## src/rtl/lcvs_pkg.sv

```systemverilog
// Shared types, action codes and helpers for the LED cube voxel store.
`default_nettype none
package lcvs_pkg;

  localparam int unsigned ROW_W      = 8;
  localparam int unsigned CUBE_DEPTH = 64;
  localparam int unsigned ADDR_W     = $clog2(CUBE_DEPTH);
  localparam int unsigned CNT_W      = 4;
  localparam logic [CNT_W-1:0] SCAN_LAST = 4'd9;

  localparam logic [2:0] ACT_SET   = 3'd0;
  localparam logic [2:0] ACT_CLR   = 3'd1;
  localparam logic [2:0] ACT_GET   = 3'd2;
  localparam logic [2:0] ACT_CLRALL = 3'd3;
  localparam logic [2:0] ACT_SCAN  = 3'd4;
  localparam logic [2:0] ACT_BLANK = 3'd5;

  localparam logic KIND_REPLY = 1'b0;
  localparam logic KIND_SHIFT = 1'b1;

  typedef struct packed {
    logic [2:0] action;
    logic [2:0] col_x;
    logic [2:0] row_y;
    logic [2:0] layer_z;
  } cmd_t;

  typedef struct packed {
    logic       kind;
    logic [7:0] value;
    logic       last;
  } rsp_t;

  function automatic logic [7:0] onehot8(input logic [2:0] sel);
    logic [7:0] r;
    r = 8'd0;
    r[sel] = 1'b1;
    return r;
  endfunction

  function automatic logic [7:0] bit_rev8(input logic [7:0] v);
    logic [7:0] r;
    for (int i = 0; i < 8; i++) begin
      r[i] = v[7-i];
    end
    return r;
  endfunction

endpackage
`default_nettype wire

```

## src/rtl/lcvs_stream_if.sv

```systemverilog
// Valid/ready stream channel with a typed payload.
`default_nettype none
interface lcvs_stream_if #(
  parameter type payload_t = logic
) ();
  logic     valid;
  logic     ready;
  payload_t payload;

  modport source (output valid, output payload, input ready);
  modport sink   (input valid, input payload, output ready);
endinterface
`default_nettype wire

```

## src/rtl/led_cube_voxel_store_scanout_core.sv

```systemverilog
// LED cube 8x8x8 voxel store with serial layer scan-out (top level).
//
// Channels: cmd (sink) takes one action per transfer: set, clear or get a
// voxel, clear the whole cube, scan a layer or blank. rsp (source) gives
// voxel read replies (kind 0) and shift bytes (kind 1, bit 0 shifted first,
// last marks the latch pulse).
// Row bytes live in a 64x8 RAM addressed {layer, row}; 64 valid bits mark
// rows written since reset or clear-all, an unmarked row reads as zero.
// Steps per action after the cmd transfer:
//   clear all : valid bits cleared at the transfer, no result.
//   set/clear : read, then modify and write back; no result.
//   get       : reply loaded into the output register once it is free.
//   scan/blank: 10 bytes, one per cycle while the receiver takes them; the
//               next cmd is taken the cycle after the last byte is loaded.
//   The single RAM port sets the pace: one row read per output byte.
// Reset clears the valid bits at once (cube dark) and idles the control.
// A stalled receiver holds the output register and freezes the byte
// counter; the cmd side takes new actions while a reply still waits.
`default_nettype none
module led_cube_voxel_store_scanout_core
  import lcvs_pkg::*;
(
  input wire logic      clk,
  input wire logic      rst,
  lcvs_stream_if.sink   cmd,
  lcvs_stream_if.source rsp
);

  typedef enum logic [3:0] {
    S_IDLE = 4'b0001,
    S_RMW  = 4'b0010,
    S_GET  = 4'b0100,
    S_EMIT = 4'b1000
  } state_t;

  state_t state, state_next;

  logic [CNT_W-1:0]  cnt, cnt_next;
  logic [ADDR_W-1:0] addr_q;
  logic [2:0]        x_q;
  logic [2:0]        z_q;
  logic              set_q;
  logic              blank_q;

  logic [CUBE_DEPTH-1:0] valid;
  logic                  valid_r;

  logic              out_valid;
  rsp_t              out_data;
  logic              out_free;
  logic              out_load;
  rsp_t              load_data;

  logic              cmd_xfer;
  cmd_t              cmd_pl;
  logic              clr_all;

  logic [ADDR_W-1:0] ram_addr;
  logic              ram_we;
  logic [ROW_W-1:0]  ram_wdata;
  logic [ROW_W-1:0]  ram_rdata;
  logic [ROW_W-1:0]  row_data;
  logic [2:0]        cur_row;
  logic [2:0]        nxt_row;
  logic [ROW_W-1:0]  emit_byte;
  logic [ROW_W-1:0]  bit_mask;

  assign cmd_pl    = cmd.payload;
  assign cmd.ready = (state == S_IDLE);
  assign cmd_xfer  = cmd.valid && cmd.ready;
  assign clr_all   = cmd_xfer && (cmd_pl.action == ACT_CLRALL);

  assign rsp.valid   = out_valid;
  assign rsp.payload = out_data;
  assign out_free    = !out_valid || rsp.ready;

  // rows that were never written (or cleared) read as a dark row
  assign row_data = valid_r ? ram_rdata : '0;

  // byte 2 carries row 7, byte 9 carries row 0
  assign cur_row = 3'(4'd9 - cnt);
  assign nxt_row = 3'(4'd9 - cnt_next);

  assign bit_mask  = onehot8(x_q);
  assign ram_we    = (state == S_RMW);
  assign ram_wdata = set_q ? (row_data | bit_mask) : (row_data & ~bit_mask);

  always_comb begin
    if (blank_q) begin
      emit_byte = '0;
    end else if (cnt == 4'd0) begin
      emit_byte = onehot8(z_q);
    end else if (cnt == 4'd1) begin
      emit_byte = '0;
    end else if (cur_row[0]) begin
      emit_byte = bit_rev8(row_data);
    end else begin
      emit_byte = row_data;
    end
  end

  // Sequencer. The RAM address is taken from the next counter value so the
  // row for the byte on deck is already in the read register.
  always_comb begin
    state_next = state;
    cnt_next   = cnt;
    out_load   = 1'b0;
    load_data  = '{kind: KIND_REPLY, value: '0, last: 1'b0};
    unique case (state)
      S_IDLE: begin
        if (cmd_xfer) begin
          unique case (cmd_pl.action)
            ACT_SET, ACT_CLR: state_next = S_RMW;
            ACT_GET:          state_next = S_GET;
            ACT_SCAN, ACT_BLANK: begin
              state_next = S_EMIT;
              cnt_next   = '0;
            end
            default: state_next = S_IDLE;
          endcase
        end
      end
      S_RMW: begin
        state_next = S_IDLE;
      end
      S_GET: begin
        if (out_free) begin
          out_load   = 1'b1;
          load_data  = '{kind: KIND_REPLY, value: {7'd0, row_data[x_q]}, last: 1'b0};
          state_next = S_IDLE;
        end
      end
      S_EMIT: begin
        if (out_free) begin
          out_load  = 1'b1;
          load_data = '{kind: KIND_SHIFT, value: emit_byte, last: (cnt == SCAN_LAST)};
          cnt_next  = cnt + 1'b1;
          if (cnt == SCAN_LAST) begin
            state_next = S_IDLE;
          end
        end
      end
      default: state_next = S_IDLE;
    endcase
  end

  always_comb begin
    unique case (state)
      S_IDLE:       ram_addr = {cmd_pl.layer_z, cmd_pl.row_y};
      S_RMW, S_GET: ram_addr = addr_q;
      S_EMIT:       ram_addr = {z_q, nxt_row};
      default:      ram_addr = addr_q;
    endcase
  end

  lcvs_ram #(
    .WIDTH (ROW_W),
    .DEPTH (CUBE_DEPTH)
  ) u_rows (
    .clk   (clk),
    .we    (ram_we),
    .addr  (ram_addr),
    .wdata (ram_wdata),
    .rdata (ram_rdata)
  );

  // control state
  always_ff @(posedge clk) begin
    if (rst) begin
      state     <= S_IDLE;
      cnt       <= '0;
      out_valid <= 1'b0;
      valid     <= '0;
    end else begin
      state <= state_next;
      cnt   <= cnt_next;
      if (out_load) begin
        out_valid <= 1'b1;
      end else if (rsp.ready) begin
        out_valid <= 1'b0;
      end
      if (clr_all) begin
        valid <= '0;
      end else if (ram_we) begin
        valid[addr_q] <= 1'b1;
      end
    end
  end

  // payload and operand registers
  always_ff @(posedge clk) begin
    valid_r <= valid[ram_addr];
    if (cmd_xfer) begin
      addr_q  <= {cmd_pl.layer_z, cmd_pl.row_y};
      x_q     <= cmd_pl.col_x;
      z_q     <= cmd_pl.layer_z;
      set_q   <= (cmd_pl.action == ACT_SET);
      blank_q <= (cmd_pl.action == ACT_BLANK);
    end
    if (out_load) begin
      out_data <= load_data;
    end
  end

  // a scan or blank starts at byte zero the cycle after its transfer
  a_scan_start: assert property (@(posedge clk) disable iff (rst)
    (cmd_xfer && (cmd_pl.action == ACT_SCAN || cmd_pl.action == ACT_BLANK))
      |=> (state == S_EMIT && cnt == 4'd0))
    else $error("scan did not start at byte zero");

  // the byte counter never runs past the latch byte while emitting
  a_cnt_range: assert property (@(posedge clk) disable iff (rst)
    (state == S_EMIT) |-> (cnt <= SCAN_LAST))
    else $error("scan byte counter out of range");

  // a write back marks its row valid
  a_wb_valid: assert property (@(posedge clk) disable iff (rst)
    ram_we |=> valid[$past(addr_q)])
    else $error("written row not marked valid");

  // the latch byte is a shift byte and ends the scan
  a_last_end: assert property (@(posedge clk) disable iff (rst)
    (out_load && load_data.last) |=> (state == S_IDLE && rsp.payload.kind == KIND_SHIFT))
    else $error("latch flag outside a shift sequence end");

  // voxel replies carry a single bit
  a_reply_bit: assert property (@(posedge clk) disable iff (rst)
    (rsp.valid && rsp.payload.kind == KIND_REPLY) |-> (rsp.payload.value[7:1] == 7'd0))
    else $error("voxel reply wider than one bit");

endmodule
`default_nettype wire

```

## src/rtl/lcvs_ram.sv

```systemverilog
// Generic single-port RAM with registered read.
`default_nettype none
module lcvs_ram #(
  parameter int unsigned WIDTH = 8,
  parameter int unsigned DEPTH = 64
) (
  input  wire logic                     clk,
  input  wire logic                     we,
  input  wire logic [$clog2(DEPTH)-1:0] addr,
  input  wire logic [WIDTH-1:0]         wdata,
  output      logic [WIDTH-1:0]         rdata
);
  logic [WIDTH-1:0] mem [DEPTH];

  always_ff @(posedge clk) begin
    if (we) begin
      mem[addr] <= wdata;
    end
    rdata <= mem[addr];
  end
endmodule
`default_nettype wire

```

## src/flat_wrapper.sv

```systemverilog
// flat-port wrapper written by rule: the top's interface ports become plain ports
module led_cube_voxel_store_scanout_core_flat import lcvs_pkg::*;
  (clk, rst, cmd_valid, cmd_payload, cmd_ready, rsp_valid, rsp_payload, rsp_ready);
  lcvs_stream_if #(.payload_t(cmd_t)) cmd_i ();
  lcvs_stream_if #(.payload_t(rsp_t)) rsp_i ();
  input wire logic clk;
  input wire logic rst;
  input wire logic [$bits(cmd_i.valid)-1:0] cmd_valid;
  input wire logic [$bits(cmd_i.payload)-1:0] cmd_payload;
  output wire logic [$bits(cmd_i.ready)-1:0] cmd_ready;
  output wire logic [$bits(rsp_i.valid)-1:0] rsp_valid;
  output wire logic [$bits(rsp_i.payload)-1:0] rsp_payload;
  input wire logic [$bits(rsp_i.ready)-1:0] rsp_ready;
  assign cmd_i.valid = cmd_valid;
  assign cmd_i.payload = cmd_payload;
  assign cmd_ready = cmd_i.ready;
  assign rsp_valid = rsp_i.valid;
  assign rsp_payload = rsp_i.payload;
  assign rsp_i.ready = rsp_ready;
  led_cube_voxel_store_scanout_core u_core (.clk(clk), .rst(rst), .cmd(cmd_i), .rsp(rsp_i));
endmodule
```

## config.mk

```make
export PLATFORM = sky130hd
export DESIGN_NAME = led_cube_voxel_store_scanout_core_flat
export DESIGN_NICKNAME = d
export VERILOG_FILES = /design/src/rtl/lcvs_pkg.sv /design/src/rtl/lcvs_stream_if.sv /design/src/rtl/led_cube_voxel_store_scanout_core.sv /design/src/rtl/lcvs_ram.sv /design/src/flat_wrapper.sv
export SDC_FILE = /design/constraint.sdc
export NUM_CORES = 1
export LEC_CHECK = 0
export BUFFER_PORTS_ARGS = -buffer_cell sky130_fd_sc_hd__buf_2
export CORE_UTILIZATION = 45
export CTS_CLUSTER_DIAMETER = 100
export CTS_CLUSTER_SIZE = 28
export DETAILED_ROUTE_END_ITERATION = 12
export HOLD_SLACK_MARGIN = 0.12
export MAX_ROUTING_LAYER = met4
export PLACE_DENSITY = 0.58
export SYNTH_ARGS = -nofsm -noshare
export SYNTH_HDL_FRONTEND = slang
export SYNTH_SLANG_ARGS = --single-unit
```

## constraint.sdc

```tcl
create_clock -name clk -period 9.65 [get_ports clk]
set_clock_uncertainty 0.05 [all_clocks]
set_input_delay 0.965 -clock clk [delete_from_list [all_inputs] [get_ports clk]]
set_output_delay 0.965 -clock clk [all_outputs]
set_load 0.02 [all_outputs]
```

* After elaboration in Yosys (flattened, before gate mapping) *
Memories as Yosys holds them, arrays and structs flattened. A register that Yosys moved wholly into a read port is not among the register bits.
Cells that the tools add are included.
W data, S select, Z words.

storage, ports and cells
  bits in registers = 98
  RAM bits = 512
  input port bits = 16
  output and inout port bits = 12
  memories = 1

memory list
  name               words  width  read ports  clocked after memory_dff  write ports  RTL line        RTL
  u_core.u_rows.mem  64     8      1           1                         1            lcvs_ram.sv:13  logic [WIDTH-1:0] mem [DEPTH];

cells by class
  add/subtract/negate cells = 3
  $lt $le $gt $ge = 7
  equal/unequal tests = 15
  mux-type cells = 36
  bitwise operators = 4
  reductions and logical operators = 15

operators with widths
  kind                  count
  $or A64 B64 Y64       1
  $mux W8               6
  $mux W4               7
  $pmux W4 S3           2
  $pmux W10 S2          1
  $lt A6 B7 Y1 const B  2
  $pmux W6 S2           1
  $mux W1               11
  $mux W10              1
  $and A8 B8 Y8         1
  $eq A4 B1 Y1 const B  2
  $eq A4 B4 Y1 const B  2
  $lt A3 B4 Y1 const B  2
  $not A8 Y8            1
  $or A8 B8 Y8          1
  $pmux W4 S2           1
  $reduce_or A2 Y1      4
  $bmux W1 S6           1
  $demux W1 S3          2
  $demux W1 S6          1
  $eq A3 B2 Y1 const B  2
  $eq A3 B3 Y1 const B  2
  $ge A3 B1 Y1 const B  2
  $ge A6 B1 Y1 const B  1
  17 further kinds      23

* Depth between registers and ports, before layout *
Gate-level depths: netlist (run 1).

  depth in word-level cells = 9
  depth in mapped cells = 13

* By module *
A second synthesis (run 1) with hierarchy kept.

unflattened totals
  cell total of the unflattened synthesis = 1,692
  area, all modules = 25,037.8 µm²

by module, submodules not included
  module                             times used  cells each  area each (µm²)  sequential area each (µm²)
  lcvs_ram                           1           1,171       20,449.6         15,534.9
  led_cube_voxel_store_scanout_core  1           521         4,588.2          2,112.0

* Least setup slack after synthesis (run 1) *
Ideal clock, no wire load.

  path kind = register -> register
  start = register u_core.x_q[2]
  end = memory u_core.u_rows.mem[0][6], data pin
  setup time = 0.720 ns
  arrival time = 3.378 ns
  path slack = 5.502 ns
  cell stages (with the launch flop) = 4
  buffers on the path = 1
  path through = edfxtp_1 -> clkbuf_1 -> nand2_1 -> o31ai_1

on the way
  longest elaborated chain between the ends = 7
  elaborated cells between the ends (all ways) = 9

ends and longest elaborated chain
  item                                                                RTL line                                  RTL
  from (decl)                                                         led_cube_voxel_store_scanout_core.sv:40   logic [2:0] x_q;
  from (signal assigned)                                              led_cube_voxel_store_scanout_core.sv:195  x_q <= cmd_pl.col_x;
  $lt A3 B4 Y1 (not written as such) or $ge A3 B1 Y1 (tied branches)  lcvs_pkg.sv:37                            r[sel] = 1'b1;
  $logic_and A1 B1 Y1 (not written as such)                           lcvs_pkg.sv:37
  $mux W1 (not written as such)                                       lcvs_pkg.sv:37
  $demux W1 S3 *                                                      -
  $not A8 Y8                                                          led_cube_voxel_store_scanout_core.sv:86   assign ram_wdata = set_q ? (row_data | bit_mask) : (row_data & ~bit_mask);
  $and A8 B8 Y8                                                       led_cube_voxel_store_scanout_core.sv:86
  $mux W8 *                                                           led_cube_voxel_store_scanout_core.sv:86
  named net u_core.ram_wdata[6]                                       led_cube_voxel_store_scanout_core.sv:60   logic [ROW_W-1:0] ram_wdata;
  to (decl)                                                           lcvs_ram.sv:13

Mark *: on every way through the listed nets, which the timed path passes. The rest lies on a longest branch.

* Worst setup path after layout (run 1) *
  start = input rsp_ready
  end = register u_core.u_rows.rdata[0], read port of u_core.u_rows.mem

on the way
  longest elaborated chain between the ends = 5

ends and longest elaborated chain
  item                RTL line                                  RTL
  from (decl)         flat_wrapper.sv:13                        input wire logic [$bits(rsp_i.ready)-1:0] rsp_ready;
  $logic_or A1 B1 Y1  led_cube_voxel_store_scanout_core.sv:75   assign out_free = !out_valid || rsp.ready;
  $mux W4             led_cube_voxel_store_scanout_core.sv:134  if (out_free) begin
  $pmux W4 S2         led_cube_voxel_store_scanout_core.sv:109  unique case (state)
  $sub A1 B3 Y3       led_cube_voxel_store_scanout_core.sv:82   assign nxt_row = 3'(4'd9 - cnt_next);
  $pmux W6 S2         led_cube_voxel_store_scanout_core.sv:148  unique case (state)
  to (decl)           lcvs_ram.sv:11                            output logic [WIDTH-1:0] rdata

No other way between the ends.
A chain may end at the register's enable or synchronous reset.

==> flow_metrics.env, run 1 <==
export IMPL_status="completed"
export IMPL_die_w_um=238.1
export IMPL_seqPwrFrac=0.598
export IMPL_swShare=0.2569
export IMPL_numClockSinks=615
export IMPL_rows=86
export IMPL_hold_end="u_core.valid[49]$_SDFFE_PP0P_"
export IMPL_firstDrtPassIters=5
export IMPL_grt_pass1_vias=14248
export IMPL_p_switching_w=0.001263
export IMPL_ir_drop_uv=151.4
export IMPL_p_int_w=0.003655
export IMPL_routed_wl_um=65450
export IMPL_gp_congestion=0.8183
export IMPL_ys_seq_elements=615
export IMPL_wl_per_cell_um=25.46
export IMPL_cts_made_buffers=26
export IMPL_port_buffers=27
export IMPL_final_min_clock_period_ns=4.930
export IMPL_hold_path_class="reg2reg"
export IMPL_p_leak_nw=8.992
export IMPL_post_drt_via_cell_ratio=5.820
export IMPL_yosysTopAreaCell="edfxtp_1"
export IMPL_clkTransAtPathRegs_ns=0.11
export IMPL_syn_instance_count=1839
export IMPL_clock_latency_ns=0.61
export IMPL_combPwrFrac=0.122
export IMPL_finalSetupViolCount=0
export IMPL_hold_depth=2
export IMPL_path_buf_inv=3
export IMPL_reg2reg_depth=10
export IMPL_coreArea_mm2=0.05509
export IMPL_antenna_cells=0
export IMPL_synth_top_cell_area_share=0.6381
export IMPL_synth_edff_count=533
export IMPL_post_synth_top_count_cell="edfxtp_1"
export IMPL_postCtsSetupRepairBufs=0
export IMPL_post_dp_hpwl_um=40330
export IMPL_fin_nets=1822
export IMPL_antenna_found_initial=0
export IMPL_cp_data_required_time_ns=10.09
export IMPL_ctsHoldBuffers=0
export IMPL_syn_num_nets=1858
export IMPL_ys_flop_type="edfxtp_1"
export IMPL_cap_violations=0
export IMPL_synth_cell_types=70
export IMPL_cp_top_family="buffers and inverters"
export IMPL_rsz0062_at_grt="false"
export IMPL_synth_area_per_cell_um2=13.64
export IMPL_drv_slew=0
export IMPL_async_flop_share=0
export IMPL_fin_util=0.4852
export IMPL_hold_violations=0
export IMPL_end_kind="register"
export IMPL_worst_path_max_fanout=135
export IMPL_relSlewSlack=0.1318
export IMPL_final_setup_tns_ns=0
export IMPL_r2r_end="u_core.u_rows.rdata[0]$_DFF_P_"
export IMPL_synthTopCellsByCount="edfxtp_1, mux2i_1, nand2_1"
export IMPL_reg2reg_from="u_core.cnt[0]$_SDFF_PP0_"
export IMPL_grt_ovfl_total=0
export IMPL_drtAntennaViolNets=0
export IMPL_yosys_warnings=0
export IMPL_crit_arrival_ns=5.37
export IMPL_grt_pass1_wl_um=96950
export IMPL_drc=0
export IMPL_yosysSeqAreaShare=0.7036
export IMPL_areaGrowthSynthToFinish_pct=6.575
export IMPL_cts_root_buf="clkbuf_16"
export IMPL_io_pins=28
export IMPL_drive_above_1_share=0.07241
export IMPL_drtIter0Drc=1414
export IMPL_cp_start_kind="input port"
export IMPL_clock_fmax_mhz=202.8
export IMPL_timing_critical_path_cells="buf_2, nor2b_1, xnor2_1, a221oi_4, buf_12, buf_4, mux2i_1, o22ai_1, nor4_1, o211ai_1, or3_1"
export IMPL_grtUsageTotal=0.2375
export IMPL_dieHeight_um=238.1
export IMPL_p_clk_frac=0.280
export IMPL_initial_core_util=0.4553
export IMPL_synth_cell_area_mm2=0.02508
export IMPL_multi_input_area_mm2=0.006942
export IMPL_fin_crit_sh=0.5109
export IMPL_cpPeakStageDelay_ns=0.84
export IMPL_regArea_mm2=0.01765
export IMPL_cp_slowest_cell="buf_4"
export IMPL_grt_max_degree=136
export IMPL_netlist_top_cells_area="edfxtp_1, mux2i_1, dfxtp_1"
export IMPL_cts_resized=0
export IMPL_worst_pin_slew_ns=1.290
export IMPL_critPathKind="in2reg"
export IMPL_fillers=4787
export IMPL_dieArea_mm2=0.05668
export IMPL_num_vias=14962
export IMPL_cts_tree="yes"
export IMPL_reg2reg_slack_ns=4.73
export IMPL_power_density_mw_per_mm2=184.0
export IMPL_hp_start="u_core.valid[49]$_SDFFE_PP0P_"
export IMPL_clockBufferDepth=3
export IMPL_cts_max_level=1
-- state kept, by name, indices dropped and copies added, names as in the netlist --
register	count
u_core.state	4
u_core.rsp.payload	10
u_core.valid_r	1
u_core.x_q	3
u_core.rsp.valid	1
u_core.valid	64
u_core.set_q	1
u_core.cnt	4
u_core.z_q	1
u_core.addr_q	5
u_core.u_rows.mem	512
u_core.u_rows.rdata	8
u_core.blank_q	1
-- cells in the final DEF, fill, tap and decap left out, types with 4 or more instances in the layout --
| master | count |
|---|---|
| edfxtp_1 | 533 |
| mux2i_1 | 219 |
| nand2_1 | 186 |
| nor2_1 | 182 |
| a21oi_1 | 127 |
| nor3_1 | 98 |
| dfxtp_1 | 82 |
| o22ai_1 | 61 |
| buf_4 | 29 |
| nor4_1 | 27 |
| clkbuf_16 | 27 |
| buf_2 | 27 |
| o21ai_0 | 23 |
| nand3_1 | 20 |
| clkbuf_1 | 17 |
| o211ai_1 | 10 |
| o22a_1 | 10 |
| mux2_2 | 9 |
| and2_1 | 7 |
| inv_1 | 7 |
| o21ai_4 | 7 |
| nand3b_1 | 6 |
| or3_1 | 6 |
| nor3b_1 | 5 |
| nand2b_1 | 4 |
| a22oi_1 | 4 |
| a32oi_1 | 4 |
| a2111oi_0 | 4 |
| a2bb2oi_1 | 4 |
| or4_1 | 4 |
-- cell type report --
class | instances | area share
multi-input combinational | 1095 | 0.2597
clock buffer | 44 | 0.02766
sequential | 615 | 0.6602
clock inverter | 4 | 0.002294
inverter | 8 | 0.001217
timing repair buffer | 57 | 0.01395
tap | 748 | 0.03501
-- tightest hold or removal path, cell delays in order (launching register included) --
cell and delay [ns]:
dfxtp_1 0.34, a21oi_1 0.04, nor2_1 0.07
-- power groups by stage --
stage | clock network, W | logic [W] | registers, W
2_1_floorplan | 0 | 0.000418 | 0.00297
3_3_place_gp | 0 | 0.000593 | 0.00300
3_5_place_dp | 0 | 0.000596 | 0.00300
4_1_cts | 0.00139 | 0.000597 | 0.00294
5_1_grt | 0.00147 | 0.000631 | 0.00294
6_report | 0.00138 | 0.000599 | 0.00294
-- layer usage --
metal | routed length (um) | GRT usage | vias to the layer above | part of all wire
met4 | 1054 | 0.04429 | 0 | 0.016
met1 | 29010 | 0.3349 | 7580 | 0.44
met3 | 4133 | 0.02314 | 59 | 0.063
met2 | 31240 | 0.3791 | 504 | 0.48
li1 | - | - | 6819 | -
met5 | 0 | - | - | 0
-- logic make-up (layout without fill, tap and decap cells) --
kind of cell    Yosys count  count (layout)  share of synthesized area
simple gates            572             572                     0.1031
buf+inv                 129             113                    0.02629
flops                   615             615                     0.7036
fa+ha+maj                 3               3                   0.001497
compound gates          287             287                    0.07104
xor+xnor                  2               2                  0.0006985
mux                     231             231                    0.09378
-- worst max path at each step --
stage / startpoint / end / slack, ns / depth (start not counted)
floorplan: u_core.x_q[2]$_DFFE_PN_ / u_core.u_rows.mem[0][6]$_DFFE_PP_ / 5.50 / 3
global placement: rsp_ready / u_core.u_rows.rdata[0]$_DFF_P_ / 3.97 / 11
detailed placement: rsp_ready / u_core.u_rows.rdata[0]$_DFF_P_ / 3.99 / 11
CTS: u_core.cnt[0]$_SDFF_PP0_ / u_core.u_rows.rdata[0]$_DFF_P_ / 4.57 / 10
global route: u_core.cnt[0]$_SDFF_PP0_ / u_core.u_rows.rdata[0]$_DFF_P_ / 4.45 / 10
finish: rsp_ready / u_core.u_rows.rdata[0]$_DFF_P_ / 4.72 / 11
-- metrics by stage --
stage	power, W	setup WS, ns	cells	hold slack [ns]	instance area, um^2
floorplan	0.003392	5.502	1839	0.3861	25080
detailed placement	0.003597	3.992	2523	0.4045	25930
global placement	0.003594	3.974	2523	0.3972	25930
finish	0.004918	4.720	2571	0.4294	26730
global route	0.005048	4.451	2571	0.4508	26730
CTS	0.004929	4.569	2571	0.4298	26730
Note: power is estimated with default switching activity, not from simulation.
==> inputs of run 2 (changes only) <==
==> constraint.sdc (replaced) <==
create_clock -name clk -period 4.8 [get_ports clk]
set_clock_uncertainty 0.05 [all_clocks]
set_input_delay 0.48 -clock clk [delete_from_list [all_inputs] [get_ports clk]]
set_output_delay 0.48 -clock clk [all_outputs]
set_load 0.02 [all_outputs]
==> run 2 against run 1 <==
Net effect: clock power grew 110%; critical endpoint is now u_core.u_rows.rdata[3]$_DFF_P_; register-to-register slack lost 4.4 ns; combinational power grew 120%; largest cell class unchanged.
==> flow_metrics.env, run 2 (synthesis results as in run 1) <==
export IMPL_cp_data_required_time_ns=5.27
export IMPL_reg2reg_slack_ns=0.31
export IMPL_end_kind="register"
export IMPL_reg2reg_depth=9
export IMPL_clock_latency_ns=0.62
export IMPL_drtIter0Drc=1621
export IMPL_regArea_mm2=0.01765
export IMPL_cp_slowest_cell="a2111oi_0"
export IMPL_relSlewSlack=0.2117
export IMPL_hold_end="u_core.state[2]$_SDFFE_PP0P_"
export IMPL_power_density_mw_per_mm2=366.0
export IMPL_startpoint="u_core.state[0]$_SDFFE_PP1P_"
export IMPL_grt_pass1_wl_um=100800
export IMPL_drv_slew=0
export IMPL_firstDrtPassIters=6
export IMPL_cp_top_family="simple AND/OR/NAND/NOR gates"
export IMPL_final_setup_tns_ns=0
export IMPL_grt_ovfl_total=0
export IMPL_dieArea_mm2=0.05668
export IMPL_antenna_found_initial=2
export IMPL_initial_core_util=0.4553
export IMPL_reg2reg_from="u_core.state[0]$_SDFFE_PP1P_"
export IMPL_hold_depth=3
export IMPL_postCtsSetupRepairBufs=0
export IMPL_routed_wl_um=68050
export IMPL_clock_fmax_mhz=222.7
export IMPL_hp_start="cmd_payload[10]"
export IMPL_fin_crit_sh=0.9355
export IMPL_die_w_um=238.1
export IMPL_ir_drop_uv=281.6
export IMPL_post_dp_hpwl_um=44210
export IMPL_timing_critical_path_cells="or4b_4, inv_4, mux2i_2, or2_1, buf_4, nor3_1, a2111oi_0, nand4_1, a211o_1"
export IMPL_cts_root_buf="clkbuf_16"
export IMPL_drive_above_1_share=0.1141
export IMPL_fin_nets=1917
export IMPL_cpPeakStageDelay_ns=0.99
export IMPL_coreArea_mm2=0.05509
export IMPL_cts_tree="yes"
export IMPL_hold_path_class="in2reg"
export IMPL_crit_arrival_ns=4.96
export IMPL_post_drt_via_cell_ratio=5.823
export IMPL_final_common_cell="edfxtp_1"
export IMPL_cts_max_level=1
export IMPL_port_buffers=27
export IMPL_areaGrowthSynthToFinish_pct=10.12
export IMPL_worst_pin_slew_ns=1.153
export IMPL_wl_per_cell_um=25.51
export IMPL_hold_violations=0
export IMPL_grt_pass1_vias=14774
export IMPL_pre_cts_ws_ns=0.4884
export IMPL_gp_congestion=0.8803
export IMPL_clkTransAtPathRegs_ns=0.11
export IMPL_multi_input_area_mm2=0.006942
export IMPL_p_leak_nw=9.519
export IMPL_status="completed"
export IMPL_r2r_end="u_core.u_rows.rdata[3]$_DFF_P_"
export IMPL_dieHeight_um=238.1
export IMPL_drtAntennaViolNets=0
export IMPL_critPathKind="reg2reg"
export IMPL_num_vias=15536
export IMPL_path_buf_inv=2
export IMPL_final_min_clock_period_ns=4.490
export IMPL_grt_max_degree=65
export IMPL_cp_start_kind="register"
export IMPL_clockBufferDepth=3
export IMPL_cts_made_buffers=27
export IMPL_rsz0062_at_grt="false"
export IMPL_grtUsageTotal=0.2486
export IMPL_drc=0
export IMPL_top_register="u_core.u_rows.mem"
export IMPL_cts_resized=0
export IMPL_finalSetupViolCount=0
export IMPL_worst_path_max_fanout=12
export IMPL_io_pins=28
export IMPL_cap_violations=0
export IMPL_fillers=4732
export IMPL_numClockSinks=615
export IMPL_fin_ws_ns=0.3096
export IMPL_rows=86
export IMPL_final_cell_mix="edfxtp_1, mux2i_1, nand2_1"
export IMPL_largest_reg_flops=512
==> run 2: cell types whose count changed in the layout (fill, tap and decap cells not counted), moves of 3 or more <==
cell,before,now
clkbuf_1,17,14
dlygate4sd3_1,0,12
buf_12,1,8
buf_4,29,104
==> run 2: what timing repair did <==
| action | 4_1_cts | 5_1_grt |
|---|---|---|
| endpoints found under the setup margin | 0 | 0 |
| hold endpoints to repair | 16 | 0 |
| hold buffers | 12 | 0 |
==> run 2: final cells by class <==
class / count / area share
flip-flops and latches: 615 / 0.6389
repair buffers: 151 / 0.04331
diodes: 1 / 0.00009060
clock buffers: 41 / 0.02637
multi-input cells: 1095 / 0.2513
clock inverters: 9 / 0.004893
well taps: 748 / 0.03389
inverters: 8 / 0.001178
==> run 2: through the flow <==
step / power (W) / cells / util / hold slack (ns) / cell area [um^2]
6_report: 0.01011 / 2668 / 0.5013 / 0.1505 / 27620
5_1_grt: 0.01038 / 2668 / 0.5013 / 0.1734 / 27620
4_1_cts: 0.01014 / 2667 / 0.5013 / 0.1216 / 27620
3_5_place_dp: 0.007335 / 2605 / 0.4834 / 0.4042 / 26630
3_3_place_gp: 0.007329 / 2605 / 0.4834 / 0.3962 / 26630
2_1_floorplan: 0.006820 / 1839 / - / 0.3861 / 25080
==> run 2: power by group <==
group,leakage [nW],switching (W),internal [W]
Combinational,3.51,0.000857,0.000453
Clock,0.411,0.00168,0.00120
Sequential,5.60,0.0000962,0.00583
Total,9.52,0.00263,0.00748
==> run 2: worst max path at each step <==
stage | endpoint | slack, ns | cells after the start
after global placement | u_core.u_rows.rdata[6]$_DFF_P_ | 0.51 | 9
after global routing | u_core.u_rows.rdata[3]$_DFF_P_ | 0.21 | 9
after detailed placement | u_core.u_rows.rdata[3]$_DFF_P_ | 0.49 | 9
after CTS | u_core.u_rows.rdata[3]$_DFF_P_ | 0.48 | 9
final | u_core.u_rows.rdata[3]$_DFF_P_ | 0.31 | 9
after floorplan | u_core.u_rows.mem[0][6]$_DFFE_PP_ | 0.65 | 3
==> run 2: routing by layer <==
layer / global-route usage / up-vias / part of all wire
li1: - / 7007 / -
met1: 0.3486 / 7849 / 0.44
met2: 0.3892 / 589 / 0.47
met3: 0.02707 / 91 / 0.062
met4: 0.06216 / 0 / 0.027
met5: - / - / 0
==> run 2: worst register-to-register path: cells and delay by family, from the launching register on <==
family | cells | cell delay, ns
simple gates | 4 | 1.55
buf+inv | 2 | 0.46
mux | 1 | 0.41
flops | 1 | 0.63
compound gates | 2 | 1.32
